--- src/sv/rgbhpc_pkg.sv ---
package rgbhpc_pkg;

   localparam int CHAN_W              = 8;
   localparam int GAIN_W              = 12;
   localparam int PROD_W              = CHAN_W + GAIN_W;
   localparam int NUM_CHAN            = 3;
   localparam int QUOT_W              = CHAN_W;
   localparam int WORK_W              = 2 * CHAN_W;
   localparam int QUEUE_DEPTH_DEFAULT = 4;

   // channel slots inside the per-pixel arrays
   localparam int CH_RED   = 0;
   localparam int CH_GREEN = 1;
   localparam int CH_BLUE  = 2;

   typedef logic [CHAN_W-1:0] chan_type;
   typedef logic [GAIN_W-1:0] gain_type;
   typedef logic [PROD_W-1:0] prod_type;

   localparam gain_type GAIN_RESET = gain_type'(256);
   // largest product that still takes the plain rule: 255 * 256
   localparam prod_type LIMIT_Q8   = prod_type'(255 * 256);

   typedef struct packed {
      chan_type red_in;
      chan_type green_in;
      chan_type blue_in;
      logic     last_in;
   } req_payload_type;

   typedef struct packed {
      chan_type red_out;
      chan_type green_out;
      chan_type blue_out;
      logic     last_out;
   } rsp_payload_type;

   // one classified pixel waiting for the back end
   typedef struct packed {
      logic                    last;
      logic                    clamp;
      chan_type                cmax;
      chan_type [NUM_CHAN-1:0] chan;
      chan_type [NUM_CHAN-1:0] plain;
   } entry_type;

   typedef struct packed {
      logic      valid;
      entry_type entry;
   } push_type;

   typedef struct packed {
      logic      valid;
      entry_type entry;
   } head_type;

endpackage

--- src/sv/rgbhpc_queue.sv ---
module rgbhpc_queue #(
   parameter int DEPTH = rgbhpc_pkg::QUEUE_DEPTH_DEFAULT
) (
   input  logic                 clock,
   input  logic                 reset,
   input  rgbhpc_pkg::push_type push,
   output logic                 room,
   input  logic                 pop,
   output rgbhpc_pkg::head_type head
);
   import rgbhpc_pkg::*;

   localparam int PTR_W = (DEPTH > 1) ? $clog2(DEPTH) : 1;
   localparam int CNT_W = $clog2(DEPTH + 1);

   entry_type        mem_ff [DEPTH];
   logic [PTR_W-1:0] wr_ptr_ff, wr_ptr_in;
   logic [PTR_W-1:0] rd_ptr_ff, rd_ptr_in;
   logic [CNT_W-1:0] count_ff, count_in;
   logic             do_push;

   assign room    = (count_ff < CNT_W'(DEPTH));
   assign do_push = push.valid && room;

   always_comb begin
      wr_ptr_in = wr_ptr_ff;
      rd_ptr_in = rd_ptr_ff;
      if (do_push) begin
         wr_ptr_in = (wr_ptr_ff == PTR_W'(DEPTH - 1)) ? '0 : wr_ptr_ff + 1'b1;
      end
      if (pop) begin
         rd_ptr_in = (rd_ptr_ff == PTR_W'(DEPTH - 1)) ? '0 : rd_ptr_ff + 1'b1;
      end
      case ({do_push, pop})
         2'b10:   count_in = count_ff + 1'b1;
         2'b01:   count_in = count_ff - 1'b1;
         default: count_in = count_ff;
      endcase
   end

   always_ff @(posedge clock) begin
      if (reset) begin
         wr_ptr_ff <= '0;
         rd_ptr_ff <= '0;
         count_ff  <= '0;
      end else begin
         wr_ptr_ff <= wr_ptr_in;
         rd_ptr_ff <= rd_ptr_in;
         count_ff  <= count_in;
      end
   end

   always_ff @(posedge clock) begin
      if (do_push) begin
         mem_ff[wr_ptr_ff] <= push.entry;
      end
   end

   assign head.valid = (count_ff != '0);
   assign head.entry = mem_ff[rd_ptr_ff];

endmodule

--- config.mk ---
export PLATFORM = sky130hd
export DESIGN_NAME = rgbhpc_queue
export DESIGN_NICKNAME = d
export VERILOG_FILES = /design/src/sv/rgbhpc_pkg.sv /design/src/sv/rgbhpc_queue.sv
export SDC_FILE = /design/constraint.sdc
export NUM_CORES = 1
export LEC_CHECK = 0
export ABC_CLOCK_PERIOD_IN_PS = 2700
export BUFFER_PORTS_ARGS = -buffer_cell sky130_fd_sc_hd__buf_2
export CAP_MARGIN = 20
export CORE_MARGIN = 2
export CORE_UTILIZATION = 51
export DETAILED_ROUTE_END_ITERATION = 16
export GPL_ROUTABILITY_DRIVEN = 0
export GPL_TIMING_DRIVEN = 0
export PLACE_DENSITY = 0.75
export SLEW_MARGIN = 40
export SYNTH_ARGS = -nofsm -noshare
export SYNTH_HDL_FRONTEND = slang
export SYNTH_SLANG_ARGS = --single-unit
--- constraint.sdc ---
create_clock -name clock -period 2.7 [get_ports clock]
set_clock_uncertainty 0.05 [all_clocks]
set_input_delay 0.27 -clock clock [delete_from_list [all_inputs] [get_ports clock]]
set_output_delay 0.27 -clock clock [all_outputs]
set_load 0.01 [all_outputs]
======== Word level (Yosys, flattened, before mapping) ========
Memories as Yosys holds them, arrays and structs flattened. A register that Yosys moved wholly into a read port is not among the register bits.
Index checks and enable logic that the tools add are counted.
cells by class
  reductions and logical operators ........ 3
  equal/unequal tests ..................... 4
  mux-type cells .......................... 7
  order comparisons ....................... 1
  add/sub/neg operators ................... 4
operators by type and width
  operator             number
  $mux 2               4
  $eq 2x2->1 const B   3
  $pmux 3 s2           1
  $add 2x1->2 const B  2
  $add 3x1->3 const B  1
  $lt 3x3->1 const B   1
  $reduce_bool 3->1    1
  $sub 3x1->3 const B  1
  $eq 2x1->1 const B   1
  $mux 1               2
  $reduce_bool 2->1    1
  $logic_and 1x1->1    1
storage, ports and cells
  register bits after elaboration ......... 7
  output and inout port bits .............. 60
  memories kept ........................... 1
  logic and storage cells ................. 23
  RAM bits ................................ 232
  bits of input ports ..................... 62
memory list
  memory  depth  width  read ports  clocked after Yosys merged registers in  wr ports  line                text
  mem_ff  4      58     1           1                                        1         rgbhpc_queue.sv:16  entry_type mem_ff [DEPTH];

======== Depth between registers and ports, before layout ========
  word-level depth ........................ 4
  mapped depth ............................ 9
  gate-level depth less buffers ........... 8

======== Worst setup path before layout ========
No wires, ideal clock.
  path type ............................... flip-flop to flip-flop
  start point ............................. register count_ff[2]
  end point ............................... memory mem_ff[1][0] (netlist bit) (enable)
  cell stages (with the launch flop) ...... 4
  arrival time ............................ 2.046 ns
  setup time .............................. 0.422 ns
  buffers on the path ..................... 1
  path slack .............................. 0.182 ns
  cells stage by stage .................... dfxtp_1 nor2b_1 clkbuf_1 and2_1
between the ends
  longest elaborated chain between the ends .. 4
RTL lines
  element                       line                text
  start: declaration            rgbhpc_queue.sv:19  logic [CNT_W-1:0] count_ff, count_in;
  start signal: assignment      rgbhpc_queue.sv:49  count_ff <= count_in;
  $lt 3x3->1                    rgbhpc_queue.sv:22  assign room = (count_ff < CNT_W'(DEPTH));
  $logic_and 1x1->1             rgbhpc_queue.sv:23  assign do_push = push.valid && room;
  $mux 1                        rgbhpc_queue.sv:54  if (do_push) begin
  $mux 1 (not written as such)  rgbhpc_queue.sv:55  mem_ff[wr_ptr_ff] <= push.entry;
  end: declaration              rgbhpc_queue.sv:16
No other way between the ends.

==> results.py <==
metrics = {
    "status": {
        "status": "completed",
    },
    "global_route": {
        "busiest_layer": "met2",
        "grt_overflow": 0,
        "grt_usage": 0.181,
        "use_met2": 0.324,
        "grt_pass1_vias": 4728,
        "globalRouteMet1Util": 0.227,
        "grt_pass1_wl_mm": 25.2,
        "grt_max_degree": 24,
        "antenna_found_initial": 0,
        "use_met3": 0.0340,
    },
    "final_layout": {
        "final_cells": 810,
        "multiInputGateArea_um2": 1560,
        "drive_gt1_frac": 0.405,
        "diodes": 0,
        "nNetsFinal": 636,
        "final-seq-area_um2": 7150,
        "fin_area_um2": 11300,
        "area_growth_pct": 27.4,
        "fillers": 1117,
    },
    "detailed_routing": {
        "vias": 4290,
        "drtIter0Drc": 259,
        "drc": 0,
        "ant_nets": 0,
        "first_pass_iters": 4,
        "wirelength_mm": 16.3,
        "via_per_inst": 5.30,
        "wl_per_cell_um": 20.1,
    },
    "cts": {
        "cts.clk_slew.worst_paths_ns": 0.06,
        "clock_latency_ns": 0.50,
        "post_cts_buffers": 0,
        "cts_hold_buf": 59,
        "cts_buffer_depth": 3,
        "cts_tree": "yes",
        "h-tree-depth": 1,
        "root_buffer": "clkbuf_16",
        "cts_resized": 0,
        "cts_buffers": 24,
        "clock_sinks": 241,
    },
    "timing": {
        "setup_viol": 0,
        "tightest_slew_ns": 0.676,
        "slew_headroom": 0.549,
        "hold_ws_ns": 0.0818,
        "finalHoldViolCount": 0,
        "fmax_mhz": 426,
        "maxSlewViolCount": 0,
        "min_period_ns": 2.35,
        "fin_crit_sh": 0.869,
        "rsz0062_at_grt": "false",
    },
    "synthesis": {
        "synth.distinct_cells": 22,
        "synthTopCellsByArea": "edfxtp_1 79%, mux4_2 15%, dfxtp_1 2.0%",
        "syn-instance-count": 353,
        "synth-seq-cells": 241,
        "syn_avg_cell_area_um2": 25.1,
        "yosysWarnings": 0,
        "synth-seq-area-share": 0.808,
        "yosysTopAreaCellShare": 0.787,
        "yosys.area.top_type": "edfxtp_1",
        "synthesis.area_um2": 8850,
        "syn-num-nets": 422,
    },
    "min_path": {
        "hold_path.startpoint": "pop",
        "min_path_cells": 3,
        "min_path_type": "in -> reg",
        "min_delay_worst_endpoint": "rd_ptr_ff[1]",
    },
    "floorplanning": {
        "die-area_um2": 18400,
        "pin_count": 122,
        "rows": 48,
        "dieWidth_um": 136,
        "dieHeight_um": 136,
        "coreArea_um2": 17100,
        "start_util": 0.517,
    },
    "worst_setup_path": {
        "crit_slowest_cell": "dfxtp_1",
        "slowest_delay_ns": 0.39,
        "rrSetupSlack_ns": 0.62,
        "arrival_ns": 2.03,
        "path_cells": "buf_2 -> buf_2 -> mux4_2 -> buf_2",
        "path_common_cell": "buf_2",
        "cp_max_fo": 10,
        "cp_top_family": "buffers and inverters",
        "path_buf_inv": 3,
        "worstSetupEndpointType": "output port",
        "critical_path_class": "reg -> out",
        "worstReg2RegStart": "count_ff[2]",
        "r2r-end": "count_ff[2]",
        "rr_worst_depth": 9,
        "start_kind": "register",
        "cp.required_ns": 2.38,
    },
    "place": {
        "dpl.hpwl_mm": 9.70,
        "portBuffers": 121,
        "post-place-cells": 707,
        "placed_area_um2": 9940,
    },
    "run": {
        "cap_violations": 0,
    },
    "power": {
        "irDropWorstVdd_uv": 570,
        "power.leakage_uw": 0.00389,
        "power.density_nw_per_um2": 760,
    },
}
[worst min-delay path, stage by stage]
cell     delay (ns)
buf_2          0.13
mux2i_1        0.08
nor2_1         0.11
[state kept, by name, summed over array words and instances (netlist names), named ones only]
register	count
count_ff	3
wr_ptr_ff	2
mem_ff	232
rd_ptr_ff	2
[routing by layer]
metal,routed length (um),vias to the layer above
met5,0,-
met4,275,0
met3,848,27
met2,8690,125
met1,6450,2215
li1,-,1923
[power by group]
group | switching [uW] | internal (uW) | total, uW
registers | 62.4 | 4380 | 4440
logic | 532 | 503 | 1030
clock network | 1300 | 1780 | 3080
total | 1900 | 6670 | 8560
[layout by cell type (no fill, tap or decap), types with 4 or more instances in the layout]
cell / netlist / final
edfxtp_1: 232 / 232
clkinv_1: 0 / 5
dfxtp_1: 9 / 9
mux4_2: 58 / 58
clkbuf_1: 1 / 4
dlygate4sd3_1: 0 / 59
clkbuf_16: 0 / 25
buf_16: 0 / 4
clkinv_2: 0 / 7
buf_2: 3 / 124
inv_1: 8 / 8
and2_4: 0 / 4
buf_12: 3 / 7
nor2_1: 8 / 8
ha_1: 6 / 6
[logic make-up after synthesis]
logic type               synth area share
AO/OA/AOI/OAI                     0.00226
flip-flops                          0.808
adder cells (fa/ha/maj)            0.0107
XOR/XNOR                          0.00198
multiplexers                        0.151
AND/OR/NAND/NOR                   0.00905
buffers and inverters              0.0174
[final cells by class]
type,count,share of cell area
well taps,225,0.0250
flip-flops and latches,241,0.634
clock inverters,16,0.00944
repair buffers,188,0.123
plain buffers,14,0.0110
multi-input cells,90,0.138
clock buffers,28,0.0565
inverters,8,0.00266
[Yosys cell counts]
master / n
or3_1: 1
edfxtp_1: 232
buf_6: 1
buf_1: 3
nor2b_1: 1
nor2_1: 8
fa_1: 1
nor3b_1: 1
xor2_1: 2
mux4_2: 58
ha_1: 6
buf_4: 3
mux2i_1: 3
and2_1: 4
o21ai_0: 1
buf_12: 3
a21oi_1: 3
dfxtp_1: 9
buf_2: 3
clkbuf_1: 1
nand3_1: 1
inv_1: 8
[worst max path at each step]
stage                      startpoint       endpoint  slack (ns)  cells past startpoint
final                        register       head[28]        0.35                      4
after CTS                    register       head[18]        0.28                      4
after detailed placement     push[58]    count_ff[2]        0.57                     10
after global routing         register       head[22]        0.24                      4
after global placement       push[58]  mem_ff[3][24]       -1.01                      4
after floorplan           count_ff[2]   mem_ff[1][0]        0.18                      3
[per-stage QoR]
step | util | setup slack [ns] | setup TNS [ns] | total power (uW)
6_report | 0.658 | 0.353 | 0 | 8560
5_1_grt | 0.658 | 0.241 | 0 | 8880
4_1_cts | 0.658 | 0.281 | 0 | 8650
3_3_place_gp | 0.569 | -1.01 | -231.09 | 5410
3_5_place_dp | 0.581 | 0.567 | 0 | 5500
2_1_floorplan | - | 0.182 | 0 | 5060
No activity file was read; power rests on OpenSTA's default activity.
