**config.mk**
```make
export PLATFORM = sky130hd
export DESIGN_NAME = rgbhpc_back_flat
export DESIGN_NICKNAME = d
export VERILOG_FILES = /design/src/sv/rgbhpc_pkg.sv /design/src/sv/rgbhpc_chan_if.sv /design/src/sv/rgbhpc_back.sv /design/src/flat_wrapper.sv
export SDC_FILE = /design/constraint.sdc
export NUM_CORES = 1
export LEC_CHECK = 0
export BUFFER_PORTS_ARGS = -buffer_cell sky130_fd_sc_hd__buf_2
export CAP_MARGIN = 20
export CELL_PAD_IN_SITES_DETAIL_PLACEMENT = 2
export CELL_PAD_IN_SITES_GLOBAL_PLACEMENT = 2
export CORE_UTILIZATION = 19
export CTS_CLUSTER_SIZE = 24
export DETAILED_ROUTE_END_ITERATION = 8
export PLACE_DENSITY = 0.76
export SLEW_MARGIN = 10
export SYNTH_ARGS = -nofsm -noshare
export SYNTH_HDL_FRONTEND = slang
export SYNTH_SLANG_ARGS = --single-unit
```
**constraint.sdc**
```tcl
create_clock -name clock -period 1.2 [get_ports clock]
set_input_delay 0.3 -clock clock [delete_from_list [all_inputs] [get_ports clock]]
set_output_delay 0.3 -clock clock [all_outputs]
set_load 0.02 [all_outputs]
```
**src/sv/rgbhpc_pkg.sv**
```systemverilog
package rgbhpc_pkg;

   localparam int CHAN_W              = 8;
   localparam int GAIN_W              = 12;
   localparam int PROD_W              = CHAN_W + GAIN_W;
   localparam int NUM_CHAN            = 3;
   localparam int QUOT_W              = CHAN_W;
   localparam int WORK_W              = 2 * CHAN_W;
   localparam int QUEUE_DEPTH_DEFAULT = 4;

   // channel slots inside the per-pixel arrays
   localparam int CH_RED   = 0;
   localparam int CH_GREEN = 1;
   localparam int CH_BLUE  = 2;

   typedef logic [CHAN_W-1:0] chan_type;
   typedef logic [GAIN_W-1:0] gain_type;
   typedef logic [PROD_W-1:0] prod_type;

   localparam gain_type GAIN_RESET = gain_type'(256);
   // largest product that still takes the plain rule: 255 * 256
   localparam prod_type LIMIT_Q8   = prod_type'(255 * 256);

   typedef struct packed {
      chan_type red_in;
      chan_type green_in;
      chan_type blue_in;
      logic     last_in;
   } req_payload_type;

   typedef struct packed {
      chan_type red_out;
      chan_type green_out;
      chan_type blue_out;
      logic     last_out;
   } rsp_payload_type;

   // one classified pixel waiting for the back end
   typedef struct packed {
      logic                    last;
      logic                    clamp;
      chan_type                cmax;
      chan_type [NUM_CHAN-1:0] chan;
      chan_type [NUM_CHAN-1:0] plain;
   } entry_type;

   typedef struct packed {
      logic      valid;
      entry_type entry;
   } push_type;

   typedef struct packed {
      logic      valid;
      entry_type entry;
   } head_type;

endpackage

```
**src/sv/rgbhpc_chan_if.sv**
```systemverilog
interface rgbhpc_chan_if #(
   parameter type payload_type = logic
);
   logic        valid;
   logic        ready;
   payload_type payload;

   modport source (output valid, output payload, input ready);
   modport sink   (input valid, input payload, output ready);
endinterface

```
**src/sv/rgbhpc_back.sv**
```systemverilog
module rgbhpc_back (
   input  logic                 clock,
   input  logic                 reset,
   input  rgbhpc_pkg::head_type head,
   output logic                 pop,
   rgbhpc_chan_if.source        rsp_if
);
   import rgbhpc_pkg::*;

   localparam int STAGES = QUOT_W;

   typedef logic [WORK_W-1:0] work_type;

   typedef struct packed {
      logic                    last;
      logic                    clamp;
      chan_type                divisor;
      chan_type [NUM_CHAN-1:0] plain;
      work_type [NUM_CHAN-1:0] work;
   } stage_type;

   logic            pipe_valid_ff [STAGES];
   stage_type       pipe_ff       [STAGES];
   stage_type       stage_in      [STAGES];
   stage_type       last_step;
   logic            out_valid_ff;
   rsp_payload_type out_ff, out_in;
   logic            advance;

   // one restoring step: remainder in the upper half, quotient shifts in below
   function automatic work_type div_step(input work_type w, input chan_type d);
      logic [CHAN_W:0] trial;
      logic [CHAN_W:0] diff;
      begin
         trial = w[WORK_W-1:CHAN_W-1];
         diff  = trial - {1'b0, d};
         if (trial >= {1'b0, d}) begin
            div_step = {diff[CHAN_W-1:0], w[CHAN_W-2:0], 1'b1};
         end else begin
            div_step = {trial[CHAN_W-1:0], w[CHAN_W-2:0], 1'b0};
         end
      end
   endfunction

   function automatic stage_type step_stage(input stage_type s);
      stage_type r;
      begin
         r = s;
         for (int ch = 0; ch < NUM_CHAN; ch++) begin
            r.work[ch] = div_step(s.work[ch], s.divisor);
         end
         step_stage = r;
      end
   endfunction

   assign advance = !out_valid_ff || rsp_if.ready;
   assign pop     = advance && head.valid;

   always_comb begin
      stage_in[0].last    = head.entry.last;
      stage_in[0].clamp   = head.entry.clamp;
      stage_in[0].divisor = head.entry.cmax;
      stage_in[0].plain   = head.entry.plain;
      for (int ch = 0; ch < NUM_CHAN; ch++) begin
         // 255 * c
         stage_in[0].work[ch] = {head.entry.chan[ch], CHAN_W'(0)}
                                - {CHAN_W'(0), head.entry.chan[ch]};
      end
      for (int k = 1; k < STAGES; k++) begin
         stage_in[k] = step_stage(pipe_ff[k-1]);
      end
      last_step = step_stage(pipe_ff[STAGES-1]);

      out_in.red_out   = last_step.clamp ? last_step.work[CH_RED][QUOT_W-1:0]
                                         : last_step.plain[CH_RED];
      out_in.green_out = last_step.clamp ? last_step.work[CH_GREEN][QUOT_W-1:0]
                                         : last_step.plain[CH_GREEN];
      out_in.blue_out  = last_step.clamp ? last_step.work[CH_BLUE][QUOT_W-1:0]
                                         : last_step.plain[CH_BLUE];
      out_in.last_out  = last_step.last;
   end

   always_ff @(posedge clock) begin
      if (reset) begin
         for (int k = 0; k < STAGES; k++) begin
            pipe_valid_ff[k] <= 1'b0;
         end
         out_valid_ff <= 1'b0;
      end else if (advance) begin
         pipe_valid_ff[0] <= head.valid;
         for (int k = 1; k < STAGES; k++) begin
            pipe_valid_ff[k] <= pipe_valid_ff[k-1];
         end
         out_valid_ff <= pipe_valid_ff[STAGES-1];
      end
   end

   always_ff @(posedge clock) begin
      if (advance) begin
         for (int k = 0; k < STAGES; k++) begin
            pipe_ff[k] <= stage_in[k];
         end
         out_ff <= out_in;
      end
   end

   assign rsp_if.valid   = out_valid_ff;
   assign rsp_if.payload = out_ff;

endmodule

```
**src/flat_wrapper.sv**
```systemverilog
// flat-port wrapper written by rule: the top's interface ports become plain ports
module rgbhpc_back_flat import rgbhpc_pkg::*;
  (clock, reset, head, pop, rsp_if_valid, rsp_if_payload, rsp_if_ready);
  rgbhpc_chan_if rsp_if_i ();
  input  logic clock;
  input  logic reset;
  input  rgbhpc_pkg::head_type head;
  output logic pop;
  output wire logic [$bits(rsp_if_i.valid)-1:0] rsp_if_valid;
  output wire logic [$bits(rsp_if_i.payload)-1:0] rsp_if_payload;
  input wire logic [$bits(rsp_if_i.ready)-1:0] rsp_if_ready;
  assign rsp_if_valid = rsp_if_i.valid;
  assign rsp_if_payload = rsp_if_i.payload;
  assign rsp_if_i.ready = rsp_if_ready;
  rgbhpc_back u_core (.clock(clock), .reset(reset), .head(head), .pop(pop), .rsp_if(rsp_if_i));
endmodule
```
# Word-level counts from Yosys, hierarchy flattened

Memories as Yosys holds them, arrays and structs flattened. A register that Yosys moved wholly into a read port is not among the register bits.
Index checks and enable logic that the tools add are counted.
W data, S select, Z words.

Memories kept: 2
Bits in writable memories: 664
Register bits after elaboration: 0
Output and inout bits: 3
Input bits: 62
Logic and storage cells: 93

Memories:

| name                 | depth | bits a word | rd ports | clocked after memory_dff | write ports | RTL line          | source |
|---|---|---|---|---|---|---|---|
| u_core.pipe_ff       | 8     | 82          | 8        | 1                        | 8           | rgbhpc_back.sv:23 | `stage_type pipe_ff [STAGES];` |
| u_core.pipe_valid_ff | 8     | 1           | 8        | 1                        | 8           | rgbhpc_back.sv:22 | `logic pipe_valid_ff [STAGES];` |

Bitwise logic cells: 8
$lt $le $gt $ge: 21
Add/subtract/negate cells: 24
Reduce and logical (&&, ||, !) cells: 3
Mux-type cells: 35

Operators by type and width:

| cell                | count |
|---|---|
| $mux W16            | 21 |
| $ge A9 B8 Y1        | 21 |
| $sub A8 B8 Y8       | 21 |
| $sub A16 B8 Y16     | 3 |
| $mux W1             | 14 |
| $or A1 B1 Y1        | 8 |
| $logic_and A1 B1 Y1 | 1 |
| $logic_not A1 Y1    | 1 |
| $logic_or A1 B1 Y1  | 1 |

# Depth between registers and ports, before layout

Word-level depth: 6
Depth in mapped cells: 4

# Worst setup path after synthesis

Ideal clock, no wire load.

Path kind: register to output
From: reg u_core.out_valid_ff, in the netlist u_core.rsp_if.valid (read register of u_core.pipe_valid_ff)
To: out pop
Path buffers: 1
Arrival time: 0.989 ns
Cell stages (with the launch flop): 5
Setup slack: -0.089 ns
Data required time: 0.900 ns
Cell sequence: dfxtp_1 > nor2b_4 > buf_6 > inv_2 > and2_4

Cells in the longest elaborated chain, start to end: 3

Ends and longest elaborated chain:

| what                | RTL line          | source |
|---|---|---|
| from (decl)         | rgbhpc_back.sv:26 | `logic out_valid_ff;` |
| $logic_not A1 Y1    | rgbhpc_back.sv:56 | `assign advance = !out_valid_ff \|\| rsp_if.ready;` |
| $logic_or A1 B1 Y1  | rgbhpc_back.sv:56 |  |
| $logic_and A1 B1 Y1 | rgbhpc_back.sv:57 | `assign pop = advance && head.valid;` |
| to (decl)           | flat_wrapper.sv:8 | `output logic pop;` |

No other way between the ends.

# Worst setup path in the final report

Same ends and word-level chain as after synthesis.

==> impl_metrics.csv <==
group,metric,value,unit
run_status,outcome,"finished, violations left",
run_status,failed_checks,"negative setup slack",
finish,fin_util,26.31,%
floorplanning,initial_utilization,20.60,%
clock_tree,cts_tree,"yes",
drt,first_pass_iters,2,
critical_path,ff2ff_path_depth,4,
synthesis,synthCells,34,
critical_path,r2r_end,"u_core.pipe_valid_ff[1]",
synthesis,synth_nets,96,
global_routing,grt_pass1_wl,1662,um
drt,first_iter_violations,3,
critical_path,cp-startpoint,"u_core.rsp_if.valid",
synthesis,synth.distinct_cells,12,
floorplanning,rows,20,
drt,ant_nets,0,
sta,max_freq,0.7105,GHz
placed_design,dp_hpwl,650.3,um
finish,area_growth,27.75,%
finish,nets,112,
sta,hold_viol,0,
finish,antennaDiodeCount,0,
sta,drv_slew,0,
synthesis,ys_seq_area_share,81.70,%
power,ir_drop,646.5,uV
worst_hold_path,holdCritStartpoint,"head[57]",
worst_hold_path,holdPathEnd,"u_core.pipe_ff[0][81]",
placed_design,dpl_worst_slack,-0.1730,ns
clock_tree,clockRootBuffer,"clkbuf_4",
worst_hold_path,holdCritPathClass,"input pin to flop",
drt,vias,325,
drt,drcViolationCount,0,
floorplanning,ios,65,
global_routing,grt_pass1_vias,334,
clock_tree,cts_made_buffers,3,
floorplanning,die_area,3655,sq um
synthesis,yosys_warnings,0,
sta,min_period_over_period,117.3,%
drt,drt_wl_total,999,um
sta,slew_headroom,86.35,%
placed_design,portBuffers,7,
critical_path,path_max_fanout,2,
clock_tree,clk_latency,0.29,ns
sta,rsz0062_at_grt,"true",
sta,worst_pin_slew,0.2044,ns
critical_path,cp-end-kind,"output pin",
floorplanning,die_w,60.46,um
clock_tree,htreeDepth,1,
clock_tree,path_clk_slew,0.11,ns
synthesis,ys_seq_elements,18,
sta,finClkSkew,0.008483,ns
finish,postLayoutCellArea,829.5,sq um
sta,finalWorstSetupSlack,-0.2075,ns
flow_run,maxCapViolations,0,
finish,num-fill-cells,350,
global_routing,grt_overflow,0,
clock_tree,clockBufferDepth,2,
critical_path,worstSetupPathType,"flop to output pin",
power,p_leak,0.3156,nW
critical_path,critPathLaunchType,"flop",
finish,drive_above_1_share,46.94,%
worst_hold_path,hold_depth,1,
global_routing,grt_use_total,6.556,%
drt,post_drt_wl_per_cell,10.74,um
placed_design,place_congestion,0.6291,
critical_path,required,0.90,ns
placed_design,postPlaceCellArea,749.5,sq um
drt,vias_per_cell,3.495,
synthesis,syn-cell-area,649.4,sq um
floorplanning,fp.coreArea,3153,sq um
sta,fin_crit,1.408,ns
floorplanning,dieHeight,60.46,um
power,powerDensity,1363,nW/um^2
sta,finalSetupViolations,1,
critical_path,r2r_setup_slack,0.02,ns
synthesis,syn_avg_cell_area,19.10,sq um
global_routing,grt_max_degree,11,
clock_tree,cts.sink_count,18,
critical_path,cp.arrival,1.11,ns
global_routing,antenna_found_initial,0,
critical_path,r2r-start,"u_core.rsp_if.valid",
cells in the final DEF (no fill, tap or decap):
cell type / synthesis / routed
buf_8: 0 / 1
nor3b_1: 6 / 6
buf_2: 1 / 6
inv_1: 1 / 1
nor2b_4: 1 / 1
buf_4: 0 / 5
inv_4: 0 / 1
clkbuf_4: 0 / 3
and2_4: 1 / 1
edfxtp_1: 17 / 17
nand2b_4: 0 / 1
a21oi_2: 1 / 1
clkbuf_8: 0 / 1
dfxtp_2: 0 / 1
buf_6: 1 / 1
nor2b_1: 2 / 2
critical path: stages, from the launching register on:
cell and delay [ns]:
dfxtp_2 0.34, nor2b_4 0.18, inv_4 0.04, and2_4 0.13, buf_6 0.12
worst max-delay path by stage:
stage                               to  slack, ns  cells after the start
6_report                           pop      -0.21                      4
5_1_grt                            pop      -0.27                      4
4_1_cts                            pop      -0.23                      4
3_5_place_dp   u_core.pipe_valid_ff[0]      -0.17                      4
3_3_place_gp   u_core.pipe_valid_ff[0]       -0.1                      4
2_1_floorplan                      pop       0.02                      4
registers in the layout (all words and copies together), names as in the netlist:
name,count
u_core.rsp_if.payload,1
u_core.pipe_ff,8
u_core.rsp_if.valid,1
u_core.pipe_valid_ff,8
repair_timing:
action,4_1_cts,5_1_grt
hold buffers,0,0
buffers inserted,2,1
pin swaps,1,0
gates resized for setup,4,2
setup endpoints to repair,9,9
power breakdown:
group / internal, mW / switching, mW / total [mW]
Sequential: 0.708 / 0.00581 / 0.714
Clock: 0.185 / 0.194 / 0.378
Combinational: 0.0199 / 0.0183 / 0.0382
cell usage after synthesis, drive strengths merged:
library cell / number / area (sq um)
nor3b: 6 / 45.04
and2: 1 / 8.760
dfxtp: 1 / 20.02
nand2b: 1 / 6.260
nor2b: 3 / 26.27
buf: 2 / 16.26
edfxtp: 17 / 510.5
inv: 2 / 7.500
a21oi: 1 / 8.760
cells by family after synthesis:
group           after synthesis  share of synthesized area, %
simple gates                 11                         13.29
buf+inv                       4                         3.659
flops                        18                         81.70
compound gates                1                         1.349
final cells by class:
| class | count | area [sq um] | area share (%) |
|---|---|---|---|
| timing repair buffer | 13 | 93.84 | 11.31 |
| multi-input combinational | 12 | 102.6 | 12.37 |
| inverter | 2 | 10.01 | 1.207 |
| clock buffer | 4 | 36.28 | 4.374 |
| sequential | 18 | 531.8 | 64.10 |
| tap | 44 | 55.05 | 6.636 |
routing by layer:
metal	routed length [um]	track usage (%)	vias to the layer above
li1	-	-	155
met1	539	8.614	162
met2	407	9.419	8
met3	51	4.691	0
met4	0	0	0
met5	0	0	-
stage by stage:
stage	setup TNS, ns	std cells	hold WS [ns]	power (mW)
3_3_place_gp	-0.8587	86	0.4070	0.7598
4_1_cts	-0.2279	92	0.1692	1.148
5_1_grt	-0.4100	93	0.1574	1.181
3_5_place_dp	-1.465	86	0.4071	0.7630
6_report	-0.2075	93	0.1822	1.131
2_1_floorplan	0	34	0.3989	0.7451
(Power assumes the default switching activity.)
